File: config.mk
export PLATFORM = sky130hd
export DESIGN_NAME = sexpr_token_scanner_core
export DESIGN_NICKNAME = d
export VERILOG_FILES = /design/src/design/sts_pkg.sv /design/src/design/sexpr_token_scanner_core.sv /design/src/design/sts_scan.sv /design/src/design/sts_outq.sv
export SDC_FILE = /design/constraint.sdc
export NUM_CORES = 2
export LEC_CHECK = 0
export ABC_AREA = 0
export BUFFER_PORTS_ARGS = -buffer_cell sky130_fd_sc_hd__buf_2
export CAP_MARGIN = 20
export CELL_PAD_IN_SITES_DETAIL_PLACEMENT = 1
export CELL_PAD_IN_SITES_GLOBAL_PLACEMENT = 2
export CORE_MARGIN = 2
export CORE_UTILIZATION = 46
export DETAILED_ROUTE_END_ITERATION = 12
export PLACE_DENSITY_LB_ADDON = 0.08
export RECOVER_POWER = 100
export SLEW_MARGIN = 20
export SYNTH_ARGS = -nofsm -noshare
export SYNTH_HDL_FRONTEND = slang
export SYNTH_SLANG_ARGS = --single-unit
File: constraint.sdc
create_clock -name clock -period 27.8 [get_ports clock]
set_input_delay 1.39 -clock clock [delete_from_list [all_inputs] [get_ports clock]]
set_output_delay 1.39 -clock clock [all_outputs]
set_load 0.01 [all_outputs]
File: src/design/sts_pkg.sv
// ----------------------------------------------------------------------------
// sts_pkg
// shared types, character codes and helpers for the s-expression token scanner
// ----------------------------------------------------------------------------
package sts_pkg;

   localparam int LINE_BITS   = 16;
   localparam int COLUMN_BITS = 16;
   localparam int NEST_BITS   = 8;

   localparam int MAX_RESULTS = 3;
   localparam int QUEUE_DEPTH = 8;
   localparam int QPTR_BITS   = $clog2(QUEUE_DEPTH);

   localparam int OUT_POS_BITS     = 16;
   localparam int REC_PAYLOAD_BITS = 8 + 3 + 2 + 4 * OUT_POS_BITS;
   localparam int RSP_DATA_BITS    = ((REC_PAYLOAD_BITS + 7) / 8) * 8;

   typedef logic [LINE_BITS-1:0]   line_type;
   typedef logic [COLUMN_BITS-1:0] col_type;
   typedef logic [NEST_BITS-1:0]   nest_type;

   localparam line_type LINE_TOP = '1;
   localparam col_type  COL_TOP  = '1;
   localparam nest_type NEST_TOP = '1;

   // character codes
   localparam logic [7:0] CH_SEMI   = 8'h3B;
   localparam logic [7:0] CH_BAR    = 8'h7C;
   localparam logic [7:0] CH_HASH   = 8'h23;
   localparam logic [7:0] CH_QUOTE  = 8'h22;
   localparam logic [7:0] CH_LPAREN = 8'h28;
   localparam logic [7:0] CH_RPAREN = 8'h29;
   localparam logic [7:0] CH_MINUS  = 8'h2D;
   localparam logic [7:0] CH_DOT    = 8'h2E;
   localparam logic [7:0] CH_NL     = 8'h0A;
   localparam logic [7:0] CH_BSLASH = 8'h5C;
   localparam logic [7:0] CH_SPACE  = 8'h20;
   localparam logic [7:0] CH_ZERO   = 8'h30;
   localparam logic [7:0] CH_NINE   = 8'h39;
   localparam logic [7:0] CH_TAB    = 8'h09;
   localparam logic [7:0] CH_CR     = 8'h0D;

   typedef enum logic [2:0] {
      MODE_NORMAL,
      MODE_LINE,
      MODE_BLOCK,
      MODE_DROP,
      MODE_STR,
      MODE_ESC
   } mode_type;

   typedef enum logic [2:0] {
      TK_LPAREN,
      TK_RPAREN,
      TK_SYMBOL,
      TK_STRING,
      TK_INT,
      TK_FLOAT,
      TK_EOF,
      TK_NONE
   } tok_type;

   typedef enum logic [1:0] {
      ERR_NONE,
      ERR_UNTERM_STRING,
      ERR_BAD_FLOAT,
      ERR_BAD_INT
   } err_type;

   typedef enum logic {
      REC_CHAR,
      REC_END
   } rec_kind_type;

   typedef struct packed {
      logic digit;
      logic bad;
      logic dot;
   } numflag_type;

   typedef struct packed {
      logic                    record_kind;
      logic [7:0]              char_value;
      logic [2:0]              token_kind;
      logic [1:0]              error_code;
      logic [OUT_POS_BITS-1:0] begin_line;
      logic [OUT_POS_BITS-1:0] begin_column;
      logic [OUT_POS_BITS-1:0] end_line;
      logic [OUT_POS_BITS-1:0] end_column;
      logic                    last_of_run;
   } rec_type;

   // records produced by one scanner step, count of valid entries from the bottom
   typedef struct packed {
      logic [1:0]                count;
      rec_type [MAX_RESULTS-1:0] rec;
   } batch_type;

   function automatic logic is_blank(input logic [7:0] ch);
      return (ch == CH_SPACE) || ((ch >= CH_TAB) && (ch <= CH_CR));
   endfunction

   function automatic logic is_digit(input logic [7:0] ch);
      return (ch >= CH_ZERO) && (ch <= CH_NINE);
   endfunction

   function automatic line_type line_inc(input line_type x);
      return (x == LINE_TOP) ? x : x + line_type'(1);
   endfunction

   function automatic col_type col_inc(input col_type x);
      return (x == COL_TOP) ? x : x + col_type'(1);
   endfunction

   function automatic logic [OUT_POS_BITS-1:0] pos_out(input logic [31:0] x);
      return x[OUT_POS_BITS-1:0];
   endfunction

   function automatic rec_type char_rec(input logic [7:0] ch);
      rec_type r;
      r = '0;
      r.record_kind = REC_CHAR;
      r.char_value  = ch;
      return r;
   endfunction

   function automatic rec_type end_rec(input tok_type tk, input err_type err,
                                       input line_type bl, input col_type bc,
                                       input line_type el, input col_type ec);
      rec_type r;
      r = '0;
      r.record_kind  = REC_END;
      r.token_kind   = 3'(tk);
      r.error_code   = 2'(err);
      r.begin_line   = pos_out(32'(bl));
      r.begin_column = pos_out(32'(bc));
      r.end_line     = pos_out(32'(el));
      r.end_column   = pos_out(32'(ec));
      return r;
   endfunction

endpackage

File: src/design/sexpr_token_scanner_core.sv
// ----------------------------------------------------------------------------
// sexpr_token_scanner_core
// streaming lexer for s-expression source text, one byte per transfer
// ----------------------------------------------------------------------------
// Each req transfer carries one source byte, or an end-of-input mark in
// req_tuser. The scanner emits every token character as a rsp record of kind 0
// as soon as it is known to belong to a token, and closes every token with a
// kind 1 record giving token type, error code and begin/end line and column
// (saturating, lines and columns start at 1). Line comments, nested block
// comments, string escapes, the hash-backslash character literal and number
// checks are handled internally. rsp_tlast marks the last record caused by a
// byte; a byte may cause no record at all (blanks, comments). A byte waits in
// the input register until the output queue has room, and its records are
// written into the output queue when it steps, so rsp is driven from the
// queue register. The input accepts one byte per cycle as long as the
// 8-entry output queue keeps at least three free slots; since rsp drains
// one record per cycle while rsp_tready is high, the sustained rate is one
// byte per cycle when bytes average one record or fewer, and otherwise is
// set by the record count (up to three per byte, e.g. a lone hash closed by
// a paren).
// ----------------------------------------------------------------------------
module sexpr_token_scanner_core import sts_pkg::*; (
   input  logic                     clock,
   input  logic                     reset,
   // request side
   input  logic                     req_tvalid,
   output logic                     req_tready,
   input  logic [7:0]               req_tdata,  // [7:0] byte_value
   input  logic                     req_tuser,  // [0] end_of_input
   // response side
   output logic                     rsp_tvalid,
   input  logic                     rsp_tready,
   output logic [RSP_DATA_BITS-1:0] rsp_tdata,  // [7:0] char_value, [10:8] token_kind,
                                                // [12:11] error_code, [28:13] begin_line,
                                                // [44:29] begin_column, [60:45] end_line,
                                                // [76:61] end_column, rest zero
   output logic                     rsp_tuser,  // [0] record_kind
   output logic                     rsp_tlast   // last record of this byte
);

   // input register
   logic       in_valid_ff, in_valid_in;
   logic [7:0] in_byte_ff;
   logic       in_eoi_ff;

   logic       room;
   logic       step_en;
   logic       req_take;
   batch_type  batch;
   rec_type    head;

   // step only when the queue can absorb a worst-case burst of records
   assign step_en    = in_valid_ff && room;
   assign req_tready = !in_valid_ff || room;
   assign req_take   = req_tvalid && req_tready;

   always_comb begin
      in_valid_in = in_valid_ff;
      if (req_take)     in_valid_in = 1'b1;
      else if (step_en) in_valid_in = 1'b0;
   end

   always_ff @(posedge clock) begin
      if (reset) begin
         in_valid_ff <= 1'b0;
      end else begin
         in_valid_ff <= in_valid_in;
      end
   end

   // payload, no reset needed
   always_ff @(posedge clock) begin
      if (req_take) begin
         in_byte_ff <= req_tdata;
         in_eoi_ff  <= req_tuser;
      end
   end

   sts_scan u_scan (
      .clock        (clock),
      .reset        (reset),
      .step_en      (step_en),
      .byte_value   (in_byte_ff),
      .end_of_input (in_eoi_ff),
      .batch        (batch)
   );

   sts_outq u_outq (
      .clock     (clock),
      .reset     (reset),
      .batch     (batch),
      .room      (room),
      .out_valid (rsp_tvalid),
      .out_ready (rsp_tready),
      .out_rec   (head)
   );

   // pack the head record onto the response bus
   assign rsp_tdata = RSP_DATA_BITS'({head.end_column, head.end_line, head.begin_column,
                                      head.begin_line, head.error_code, head.token_kind,
                                      head.char_value});
   assign rsp_tuser = head.record_kind;
   assign rsp_tlast = head.last_of_run;

   // end of input always produces at least the eof record
   a_eoi_records: assert property (@(posedge clock) disable iff (reset)
      step_en && in_eoi_ff |-> batch.count != 2'd0)
      else $error("end of input produced no record");

endmodule

File: src/design/sts_scan.sv
// ----------------------------------------------------------------------------
// sts_scan
// scanner state and single-pass step logic, up to three records per byte
// ----------------------------------------------------------------------------
module sts_scan import sts_pkg::*; (
   input  logic       clock,
   input  logic       reset,
   input  logic       step_en,
   input  logic [7:0] byte_value,
   input  logic       end_of_input,
   output batch_type  batch
);

   mode_type    mode_ff, mode_in;
   tok_type     kind_ff, kind_in;
   logic [1:0]  tlen_ff, tlen_in;
   logic [15:0] first_ff, first_in;
   nest_type    depth_ff, depth_in;
   logic [7:0]  prev_ff, prev_in;
   numflag_type flags_ff, flags_in;
   line_type    bl_ff, bl_in, el_ff, el_in;
   col_type     bc_ff, bc_in, ec_ff, ec_in;

   rec_type     rec_c [0:MAX_RESULTS-1];
   logic [1:0]  n_c;
   logic        hash_only, char_lit, is_delim, hold_c, bad_c;
   logic        do_hash, do_close, do_eof, do_start, do_append;
   tok_type     tk_c;
   err_type     err_c;

   assign hash_only = (kind_ff == TK_SYMBOL) && (tlen_ff == 2'd1) && (first_ff[7:0] == CH_HASH);
   assign char_lit  = (tlen_ff == 2'd2) && (first_ff == {CH_BSLASH, CH_HASH});
   assign is_delim  = (byte_value == CH_SEMI) || (byte_value == CH_QUOTE) ||
                      (byte_value == CH_LPAREN) || (byte_value == CH_RPAREN);

   always_comb begin
      mode_in  = mode_ff;
      kind_in  = kind_ff;
      tlen_in  = tlen_ff;
      first_in = first_ff;
      depth_in = depth_ff;
      prev_in  = prev_ff;
      flags_in = flags_ff;
      bl_in    = bl_ff;
      bc_in    = bc_ff;
      el_in    = el_ff;
      ec_in    = ec_ff;
      for (int i = 0; i < MAX_RESULTS; i++) begin
         rec_c[i] = '0;
      end
      n_c       = 2'd0;
      do_hash   = 1'b0;
      do_close  = 1'b0;
      do_eof    = 1'b0;
      do_start  = 1'b0;
      do_append = 1'b0;
      hold_c    = 1'b0;
      bad_c     = 1'b0;
      tk_c      = TK_NONE;
      err_c     = ERR_NONE;

      // mode specific part
      if (end_of_input) begin
         case (mode_ff)
            MODE_LINE: begin
               el_in = line_inc(el_in);
               ec_in = col_type'(1);
               bc_in = col_type'(1);
            end
            MODE_BLOCK: begin
               ec_in = col_type'(1);
               bc_in = col_type'(1);
            end
            MODE_STR, MODE_ESC: begin
               if (n_c < 2'd3) rec_c[n_c] = end_rec(TK_STRING, ERR_UNTERM_STRING,
                                                    bl_in, bc_in, el_in, ec_in);
               n_c   = n_c + 2'd1;
               bl_in = el_in;
               bc_in = ec_in;
            end
            MODE_DROP: begin
            end
            default: begin
               if (kind_ff != TK_NONE) begin
                  do_hash  = hash_only;
                  do_close = 1'b1;
               end
            end
         endcase
         do_eof = 1'b1;
      end else begin
         case (mode_ff)
            MODE_LINE: begin
               if (byte_value == CH_NL) begin
                  el_in   = line_inc(el_in);
                  ec_in   = col_type'(1);
                  bc_in   = col_type'(1);
                  mode_in = MODE_NORMAL;
               end
            end
            MODE_BLOCK: begin
               if (byte_value == CH_NL) begin
                  el_in = line_inc(el_in);
                  ec_in = col_type'(1);
               end else begin
                  ec_in = col_inc(ec_in);
               end
               if ((prev_ff == CH_BAR) && (byte_value == CH_HASH)) begin
                  if (depth_in != '0) depth_in = depth_in - nest_type'(1);
               end else if ((prev_ff == CH_HASH) && (byte_value == CH_BAR)) begin
                  if (depth_in != NEST_TOP) depth_in = depth_in + nest_type'(1);
               end
               if (depth_in == '0) begin
                  ec_in   = col_type'(1);
                  bc_in   = col_type'(1);
                  mode_in = MODE_DROP;
               end else begin
                  prev_in = byte_value;
               end
            end
            MODE_DROP: begin
               // the character right after a block comment close is swallowed
               if (byte_value == CH_NL) el_in = line_inc(el_in);
               ec_in   = col_type'(1);
               mode_in = MODE_NORMAL;
            end
            MODE_STR: begin
               if (byte_value == CH_BSLASH) begin
                  mode_in = MODE_ESC;
               end else if (byte_value == CH_QUOTE) begin
                  ec_in = col_inc(ec_in);
                  if (n_c < 2'd3) rec_c[n_c] = end_rec(TK_STRING, ERR_NONE,
                                                       bl_in, bc_in, el_in, ec_in);
                  n_c      = n_c + 2'd1;
                  bl_in    = el_in;
                  bc_in    = ec_in;
                  kind_in  = TK_NONE;
                  tlen_in  = 2'd0;
                  first_in = '0;
                  flags_in = '0;
                  mode_in  = MODE_NORMAL;
               end else begin
                  if (n_c < 2'd3) rec_c[n_c] = char_rec(byte_value);
                  n_c = n_c + 2'd1;
                  if (byte_value == CH_NL) el_in = line_inc(el_in);
                  else                     ec_in = col_inc(ec_in);
               end
            end
            MODE_ESC: begin
               // escaped quote drops its backslash, anything else keeps it
               if (byte_value != CH_QUOTE) begin
                  if (n_c < 2'd3) rec_c[n_c] = char_rec(CH_BSLASH);
                  n_c   = n_c + 2'd1;
                  ec_in = col_inc(ec_in);
               end
               if (n_c < 2'd3) rec_c[n_c] = char_rec(byte_value);
               n_c = n_c + 2'd1;
               if (byte_value == CH_NL) el_in = line_inc(el_in);
               else                     ec_in = col_inc(ec_in);
               mode_in = MODE_STR;
            end
            default: begin
               mode_in = MODE_NORMAL;
               if (kind_ff == TK_NONE) begin
                  do_start = 1'b1;
               end else if (hash_only && (byte_value == CH_BAR)) begin
                  kind_in  = TK_NONE;
                  tlen_in  = 2'd0;
                  first_in = '0;
                  flags_in = '0;
                  mode_in  = MODE_BLOCK;
                  depth_in = nest_type'(1);
                  prev_in  = CH_BAR;
               end else begin
                  do_hash = hash_only;
                  if (is_blank(byte_value) || (!char_lit && is_delim)) begin
                     do_close = 1'b1;
                     do_start = 1'b1;
                  end else begin
                     do_append = 1'b1;
                  end
               end
            end
         endcase
      end

      // held-back hash is released
      if (do_hash) begin
         if (n_c < 2'd3) rec_c[n_c] = char_rec(CH_HASH);
         n_c = n_c + 2'd1;
      end

      // close the pending token, numbers get checked here
      if (do_close) begin
         tk_c  = kind_in;
         err_c = ERR_NONE;
         bad_c = flags_in.bad || !flags_in.digit;
         if (kind_in == TK_INT) begin
            if ((tlen_in == 2'd1) && (first_in[7:0] == CH_MINUS)) begin
               tk_c = TK_SYMBOL;
            end else if (flags_in.dot) begin
               tk_c  = TK_FLOAT;
               err_c = bad_c ? ERR_BAD_FLOAT : ERR_NONE;
            end else begin
               err_c = bad_c ? ERR_BAD_INT : ERR_NONE;
            end
         end
         if (n_c < 2'd3) rec_c[n_c] = end_rec(tk_c, err_c, bl_in, bc_in, el_in, ec_in);
         n_c      = n_c + 2'd1;
         bl_in    = el_in;
         bc_in    = ec_in;
         kind_in  = TK_NONE;
         tlen_in  = 2'd0;
         first_in = '0;
         flags_in = '0;
      end

      if (do_eof) begin
         kind_in  = TK_NONE;
         tlen_in  = 2'd0;
         first_in = '0;
         flags_in = '0;
         mode_in  = MODE_NORMAL;
         if (n_c < 2'd3) rec_c[n_c] = end_rec(TK_EOF, ERR_NONE, bl_in, bc_in, el_in, ec_in);
         n_c   = n_c + 2'd1;
         bl_in = el_in;
         bc_in = ec_in;
      end

      // fresh scan of a byte outside any token
      if (do_start) begin
         if (byte_value == CH_SEMI) begin
            mode_in = MODE_LINE;
         end else if (byte_value == CH_QUOTE) begin
            kind_in = TK_STRING;
            bl_in   = el_in;
            bc_in   = ec_in;
            mode_in = MODE_STR;
         end else if (is_blank(byte_value)) begin
            if (byte_value == CH_NL) begin
               el_in = line_inc(el_in);
               ec_in = col_type'(1);
               bc_in = col_type'(1);
            end else begin
               ec_in = col_inc(ec_in);
            end
         end else if ((byte_value == CH_LPAREN) || (byte_value == CH_RPAREN)) begin
            bl_in = el_in;
            bc_in = ec_in;
            ec_in = col_inc(ec_in);
            if (n_c < 2'd3) rec_c[n_c] = end_rec((byte_value == CH_LPAREN) ? TK_LPAREN
                                                                           : TK_RPAREN,
                                                 ERR_NONE, bl_in, bc_in, el_in, ec_in);
            n_c   = n_c + 2'd1;
            bl_in = el_in;
            bc_in = ec_in;
         end else begin
            kind_in   = ((byte_value == CH_MINUS) || is_digit(byte_value)) ? TK_INT
                                                                           : TK_SYMBOL;
            bl_in     = el_in;
            bc_in     = ec_in;
            do_append = 1'b1;
         end
      end

      // add one character to the token text
      if (do_append) begin
         hold_c = (tlen_in == 2'd0) && (byte_value == CH_HASH);
         if ((kind_in == TK_INT) && (tlen_in == 2'd1) && (first_in[7:0] == CH_MINUS) &&
             !is_digit(byte_value)) begin
            kind_in = TK_SYMBOL;
         end
         if (tlen_in == 2'd0)      first_in = {8'h00, byte_value};
         else if (tlen_in == 2'd1) first_in[15:8] = byte_value;
         if (is_digit(byte_value)) begin
            flags_in.digit = 1'b1;
         end else if ((tlen_in == 2'd0) && (byte_value == CH_MINUS)) begin
            flags_in.bad = flags_in.bad;
         end else if (byte_value == CH_DOT) begin
            if (flags_in.dot) flags_in.bad = 1'b1;
            else              flags_in.dot = 1'b1;
         end else begin
            flags_in.bad = 1'b1;
         end
         if (tlen_in != 2'd3) tlen_in = tlen_in + 2'd1;
         ec_in = col_inc(ec_in);
         if (!hold_c) begin
            if (n_c < 2'd3) rec_c[n_c] = char_rec(byte_value);
            n_c = n_c + 2'd1;
         end
      end

      if (n_c != 2'd0) rec_c[n_c - 2'd1].last_of_run = 1'b1;
   end

   always_ff @(posedge clock) begin
      if (reset) begin
         mode_ff  <= MODE_NORMAL;
         kind_ff  <= TK_NONE;
         tlen_ff  <= 2'd0;
         first_ff <= '0;
         depth_ff <= '0;
         prev_ff  <= '0;
         flags_ff <= '0;
         bl_ff    <= line_type'(1);
         bc_ff    <= col_type'(1);
         el_ff    <= line_type'(1);
         ec_ff    <= col_type'(1);
      end else if (step_en) begin
         mode_ff  <= mode_in;
         kind_ff  <= kind_in;
         tlen_ff  <= tlen_in;
         first_ff <= first_in;
         depth_ff <= depth_in;
         prev_ff  <= prev_in;
         flags_ff <= flags_in;
         bl_ff    <= bl_in;
         bc_ff    <= bc_in;
         el_ff    <= el_in;
         ec_ff    <= ec_in;
      end
   end

   always_comb begin
      batch.count = step_en ? n_c : 2'd0;
      for (int i = 0; i < MAX_RESULTS; i++) begin
         batch.rec[i] = rec_c[i];
      end
   end

   // a block comment is only open while its nesting depth is nonzero
   a_block_depth: assert property (@(posedge clock) disable iff (reset)
      mode_ff == MODE_BLOCK |-> depth_ff != '0)
      else $error("block comment open with zero depth");

   // end of input leaves the scanner idle with no token pending
   a_eoi_idle: assert property (@(posedge clock) disable iff (reset)
      step_en && end_of_input |=> mode_ff == MODE_NORMAL && kind_ff == TK_NONE)
      else $error("scanner not idle after end of input");

endmodule

File: src/design/sts_outq.sv
// ----------------------------------------------------------------------------
// sts_outq
// result queue, takes up to three records per cycle and hands out one while out_ready is high
// ----------------------------------------------------------------------------
module sts_outq import sts_pkg::*; (
   input  logic      clock,
   input  logic      reset,
   input  batch_type batch,
   output logic      room,
   output logic      out_valid,
   input  logic      out_ready,
   output rec_type   out_rec
);

   rec_type              q_ff [QUEUE_DEPTH];
   logic [QPTR_BITS-1:0] wr_ff, wr_in, rd_ff, rd_in;
   logic [QPTR_BITS:0]   cnt_ff, cnt_in;
   logic                 pop;

   assign out_valid = (cnt_ff != '0);
   assign out_rec   = q_ff[rd_ff];
   assign pop       = out_valid && out_ready;
   assign room      = (cnt_ff <= (QPTR_BITS + 1)'(QUEUE_DEPTH - MAX_RESULTS));

   assign wr_in  = wr_ff + QPTR_BITS'(batch.count);
   assign rd_in  = rd_ff + QPTR_BITS'(pop);
   assign cnt_in = cnt_ff + (QPTR_BITS + 1)'(batch.count) - (QPTR_BITS + 1)'(pop);

   always_ff @(posedge clock) begin
      for (int i = 0; i < MAX_RESULTS; i++) begin
         if (2'(i) < batch.count) q_ff[wr_ff + QPTR_BITS'(i)] <= batch.rec[i];
      end
   end

   always_ff @(posedge clock) begin
      if (reset) begin
         wr_ff  <= '0;
         rd_ff  <= '0;
         cnt_ff <= '0;
      end else begin
         wr_ff  <= wr_in;
         rd_ff  <= rd_in;
         cnt_ff <= cnt_in;
      end
   end

   a_no_overflow: assert property (@(posedge clock) disable iff (reset)
      cnt_ff <= (QPTR_BITS + 1)'(QUEUE_DEPTH))
      else $error("result queue overflow");

   a_push_room: assert property (@(posedge clock) disable iff (reset)
      batch.count != 2'd0 |-> room)
      else $error("records pushed without room");

   a_ptr_count: assert property (@(posedge clock) disable iff (reset)
      QPTR_BITS'(wr_ff - rd_ff) == cnt_ff[QPTR_BITS-1:0])
      else $error("queue pointers disagree with count");

endmodule
* After elaboration in Yosys (flattened, before gate mapping)
Memories as Yosys holds them, arrays and structs flattened. A register that Yosys moved wholly into a read port is not among the register bits. Index checks and enable logic that the tools add are counted.
Storage, ports and cells: input bits 13, bits in writable memories 632, register bits after elaboration 127, output and inout port bits 84, memories kept 1, word-level logic and storage cells 429
Operators by class: reductions and logical operators 52, bitwise logic cells 12, order comparisons 28, eq/ne operators 42, add/subtract/negate cells 22, multiplexer cells 253
Memory list:
- u_outq.q_ff | words 8, width 79, rd ports 1, clocked after Yosys merged registers in 1, write ports 3, RTL line sts_outq.sv:15 | rec_type q_ff [QUEUE_DEPTH];
Operator list (number):
- $mux W237 | 17
- $bwmux W237 | 6
- $demux W79 S2 | 7
- $mux W16 | 66
- $mux W79 | 12
- $mux W158 | 2
- $and A228 B228 Y228 | 1
- $not A228 Y228 | 1
- $pmux W79 S2 | 1
- $mux W3 | 38
- $mux W8 | 14
- $add A16 B1 Y16 const B | 6
- $eq A16 B16 Y1 const B | 6
- $eq A8 B6 Y1 const B | 12
- $pmux W16 S2 | 3
- $pmux W16 S5 | 1
- $mux W77 | 1
- $mux W2 | 31
- $pmux W16 S3 | 1
- $mux W1 | 46
- $pmux W8 S2 | 2
- $logic_and A1 B1 Y1 | 25
- $eq A8 B7 Y1 const B | 3
- $ge A3 B3 Y1 const B | 7
- 48 further kinds | 100

* Logic depth before layout (Yosys ltp)
word-level depth 35, mapped depth 29, mapped depth without buffers 27

* By module
Synthesis repeated with hierarchy kept, for this count alone.
Second synthesis, totals: cell total of the unflattened synthesis 7050, area total of the unflattened synthesis 59080.4 sq um
By module, submodules not included:
- sts_outq | sequential area each 19178.4 sq um, cells an instance 4476, area each 42627.1 sq um, times used 1
- sts_scan | sequential area each 2142.1 sq um, cells an instance 2555, area each 16094.2 sq um, times used 1
- sexpr_token_scanner_core | sequential area each 290.3 sq um, cells an instance 19, area each 359.1 sq um, times used 1

* Worst setup path after synthesis
Ideal clock, no wire load.
kind reg2reg, from reg in_byte_ff[5], to mem u_outq.q_ff[2][0] (netlist bit), enable pin, cell stages (with the launch flop) 25, setup time 632 ps, data arrival time 10977 ps, buffers on the path 3, slack 16191 ps, clock period less this slack 11609 ps, required time 27168 ps, path through edfxtp_1 clkbuf_1 and4bb_2 nand2_1 buf_2 buf_2 mux2i_1 o21ai_0 ha_1 a21oi_1 inv_1 ha_1 mux2_2 inv_1 ha_1 a21oi_1 inv_1 ha_1 mux2_2 inv_1 ha_1 mux2i_1 nand2_1 a21o_1 o31ai_1
RTL lines:
- start: declaration | RTL line sexpr_token_scanner_core.sv:43 | logic [7:0] in_byte_ff;
- start signal: assignment | RTL line sexpr_token_scanner_core.sv:74 | in_byte_ff <= req_tdata;
- end: declaration | RTL line sts_outq.sv:15

==> impl_metrics.toml <==
[power_and_ir_drop]
p_int_mw = 2.52
power_switching_share_pct = 37.2
combPwrFrac_pct = 34.4
p_per_area_nw_per_um2 = 75.9
power.switching_mw = 1.49
ir_worst_vdd_mv = 0.0491
clkPwrFrac_pct = 29.5
seqPwrFrac_pct = 36.1
power_mw = 4.01
power.leakage_nw = 16.2

[timing]
timing.hold.ws_ns = 0.477
fin_crit_ns = 16.07
period_share_pct = 57.8
tns_ns = 0
finalHoldViolCount = 0
fmax_ghz = 0.0622
tightest_slew_ns = 4.92
slew_headroom_pct = -228
grt_setup_unrepaired = "no"
finClkSkew_ns = 0.0440
setup_viol = 0
slew_viol_final = 2129
fin_ws_ns = 11.73

[critical_path]
cp.arrival_ns = 16.04
crit_type = "reg -> reg"
crit_path_start_kind = "flop"
end_kind = "flop"
r2r-start = "in_byte_ff[7]"
rr_worst_depth = 24
rrSetupSlack_ns = 11.73
crit_end = "u_outq.q_ff[1][33]"
worstPathMaxFanout = 38
crit_start = "in_byte_ff[7]"
r2r-end = "u_outq.q_ff[1][33]"
cp.required_ns = 27.77

[route]
wl_per_cell_um = 38.6
drt_iter0_drc = 7072
drc = 0
dr.pass1.iters = 6
routed_wl_um = 238000
avgViaCountPerCell = 7.68
dr_total_vias = 47200
postRouteAntennaNets = 0

[global_route]
grt_first_pass_wirelength_um = 337000
use_met1_pct = 55.3
grt_use_total_pct = 43.2
antenna_found_initial = 9
grt_pass1_vias = 45900
overflow = 0
busiest_layer = "met2"
met2_usage_pct = 65.0
grt_start_max_net_pins = 68
use_met3_pct = 13.2

[clock_tree]
clk_path_buf_depth = 3
htreeDepth = 3
postCtsHoldBufs = 0
clk_pin_slew_worst_paths_ns = 0.06
cts_tree = "done"
clk_latency_ns = 0.71
cts_sinks = 759
cts_resized = 0
post-cts-setup-buffers = 0
cts_made_buffers = 87
root_buffer = "clkbuf_16"

[floorplanning]
die_w_um = 327
start_util_pct = 46.4
rows = 118
die_h_um = 327
dieArea_um2 = 107000
pin_count = 97
core-area_um2 = 104000

[layout]
fin_area_um2 = 52900
area_growth_pct = 9.81
nets = 4754
instances_no_fill = 6153
fin_util_pct = 51.0
drive_gt1_share_pct = 13.4

[placed_design]
dp_cells = 5983
postPlaceCellArea_um2 = 50400
place_ws_ns = 18.91
io_buffer_count = 93
finalWeightedCongestion = 1.04
dp_hpwl_um = 155000

[yosys]
synth.distinct_cells = 108
synth_cells = 4765
syn-mean-instance-area_um2 = 10.1
ys_warn_count = 0
async_flop_share_pct = 0
synth_edf_count = 641
ys_seq_area_share_pct = 44.9
syn_area_um2 = 48100
synth_flop_cell = "edfxtp_1"
synth-seq-cells = 759

[status]
outcome = "finished, violations left"
violations = "capacitance limit, slew limit"

[min_path]
hold_class = "reg -> reg"

[run]
cap_viol_max_count = 61
[final cells by class]
cell class / count / area, um2
Fill cell: 11400 / 50800
Multi-Input combinational cell: 3512 / 24800
Sequential cell: 759 / 21600
Clock buffer: 105 / 2270
Tap cell: 1380 / 1730
Timing Repair Buffer: 287 / 1640
Clock inverter: 55 / 566
Inverter: 53 / 199
Antenna cell: 2 / 5.00
[layer usage]
metal  routed length [um]  part of all wire [%]  up-vias
li1                     -                     -    18900
met1                87500                    37    23700
met2               103000                    43     3799
met3                31200                    13      933
met4                16300                   6.8       10
met5                   81                 0.034        -
[synthesized netlist by cell type, types with 55 or more instances]
| library cell | count | area (um2) |
|---|---|---|
| o21ai_0 | 215 | 1080 |
| o221ai_1 | 380 | 3330 |
| clkbuf_1 | 370 | 1390 |
| a221oi_1 | 57 | 499 |
| mux4_2 | 158 | 3560 |
| o22ai_1 | 163 | 1020 |
| edfxtp_1 | 641 | 19200 |
| nand2_1 | 701 | 2630 |
| a22oi_1 | 151 | 1130 |
| nand3_1 | 87 | 435 |
| a21oi_1 | 228 | 1140 |
| nor2_1 | 386 | 1450 |
| dfxtp_1 | 118 | 2360 |
| mux2_2 | 89 | 1000 |
| nor3_1 | 71 | 355 |
| xnor2_1 | 55 | 482 |
[flip-flops by register name, summed over array words and instances (netlist names)]
name             count
u_outq.wr_ff         3
u_scan.depth_ff      8
u_scan.first_ff     16
u_scan.bc_ff        16
u_scan.el_ff        16
in_byte_ff           8
u_scan.mode_ff       3
u_outq.rd_ff         3
u_scan.flags_ff      3
u_outq.cnt_ff        4
in_valid_ff          1
u_scan.ec_ff        16
u_scan.kind_ff       3
u_scan.tlen_ff       2
u_scan.prev_ff       8
in_eoi_ff            1
u_outq.q_ff        632
u_scan.bl_ff        16
[worst max-delay path: stages, from the launching register on]
cell,delay [ns]
edfxtp_1,0.91
nor2_1,0.18
and3_1,0.22
a22oi_1,0.18
clkbuf_1,0.65
o21ai_0,0.43
o21ai_2,0.21
clkbuf_1,1.64
mux2_1,0.47
inv_1,0.11
ha_1,0.23
a21oi_1,0.35
inv_1,0.13
ha_1,0.30
mux2_1,0.36
inv_1,0.11
ha_1,0.15
mux2i_1,0.20
nand2_1,0.26
nor2_1,0.13
nand2_1,0.10
clkbuf_1,2.03
o21ai_0,3.38
clkbuf_1,1.20
clkbuf_1,1.35
[kinds of logic (layout without fill, tap and decap cells)]
| kind of cell | after synthesis | after routing | share of synthesized area, % |
|---|---|---|---|
| AOI/OAI and AO/OA | 1606 | 1606 | 24.1 |
| DFF | 759 | 759 | 44.9 |
| buffers and inverters | 496 | 500 | 4.03 |
| adders and majority gates | 41 | 41 | 1.10 |
| xor gates and xnor gates | 79 | 79 | 1.44 |
| and+or+nand+nor | 1505 | 1505 | 14.3 |
| other | 1 | 5 | 0.00779 |
| muxes | 278 | 278 | 10.1 |
[power groups by stage]
stage | Combinational (mW) | Sequential [mW] | Clock (mW)
floorplan | 0.858 | 1.43 | 0
global placement | 1.31 | 1.46 | 0
detailed placement | 1.34 | 1.46 | 0
CTS | 1.35 | 1.44 | 1.18
global route | 1.44 | 1.46 | 1.22
finish | 1.38 | 1.45 | 1.18
[cell usage in the layout, fill, tap and decap left out, types with 40 or more instances in the layout]
| cell | count |
|---|---|
| nor2_1 | 375 |
| mux2_2 | 49 |
| o22ai_1 | 161 |
| edfxtp_1 | 641 |
| a22oi_1 | 150 |
| mux2_1 | 41 |
| clkbuf_1 | 120 |
| buf_2 | 54 |
| o221ai_1 | 380 |
| o211ai_1 | 43 |
| mux4_2 | 158 |
| o21ai_0 | 212 |
| a22o_1 | 45 |
| inv_1 | 53 |
| nor3_1 | 64 |
| a21oi_1 | 218 |
| xnor2_1 | 54 |
| buf_4 | 127 |
| nand3_1 | 82 |
| a211oi_1 | 40 |
| nand2_1 | 690 |
| a221oi_1 | 57 |
| clkbuf_16 | 88 |
| dfxtp_1 | 116 |
[how the worst min path moves through the flow]
stage / start / end / depth (start not counted)
global route: u_scan.bl_ff[8] / u_scan.bl_ff[8] / 2
finish: u_scan.bl_ff[8] / u_scan.bl_ff[8] / 2
floorplan: u_scan.bl_ff[8] / u_scan.bl_ff[8] / 2
detailed placement: u_scan.bl_ff[8] / u_scan.bl_ff[8] / 2
global placement: u_scan.bl_ff[1] / u_scan.bl_ff[1] / 2
CTS: u_scan.bl_ff[8] / u_scan.bl_ff[8] / 2
Power figures use the tool's default switching activity.
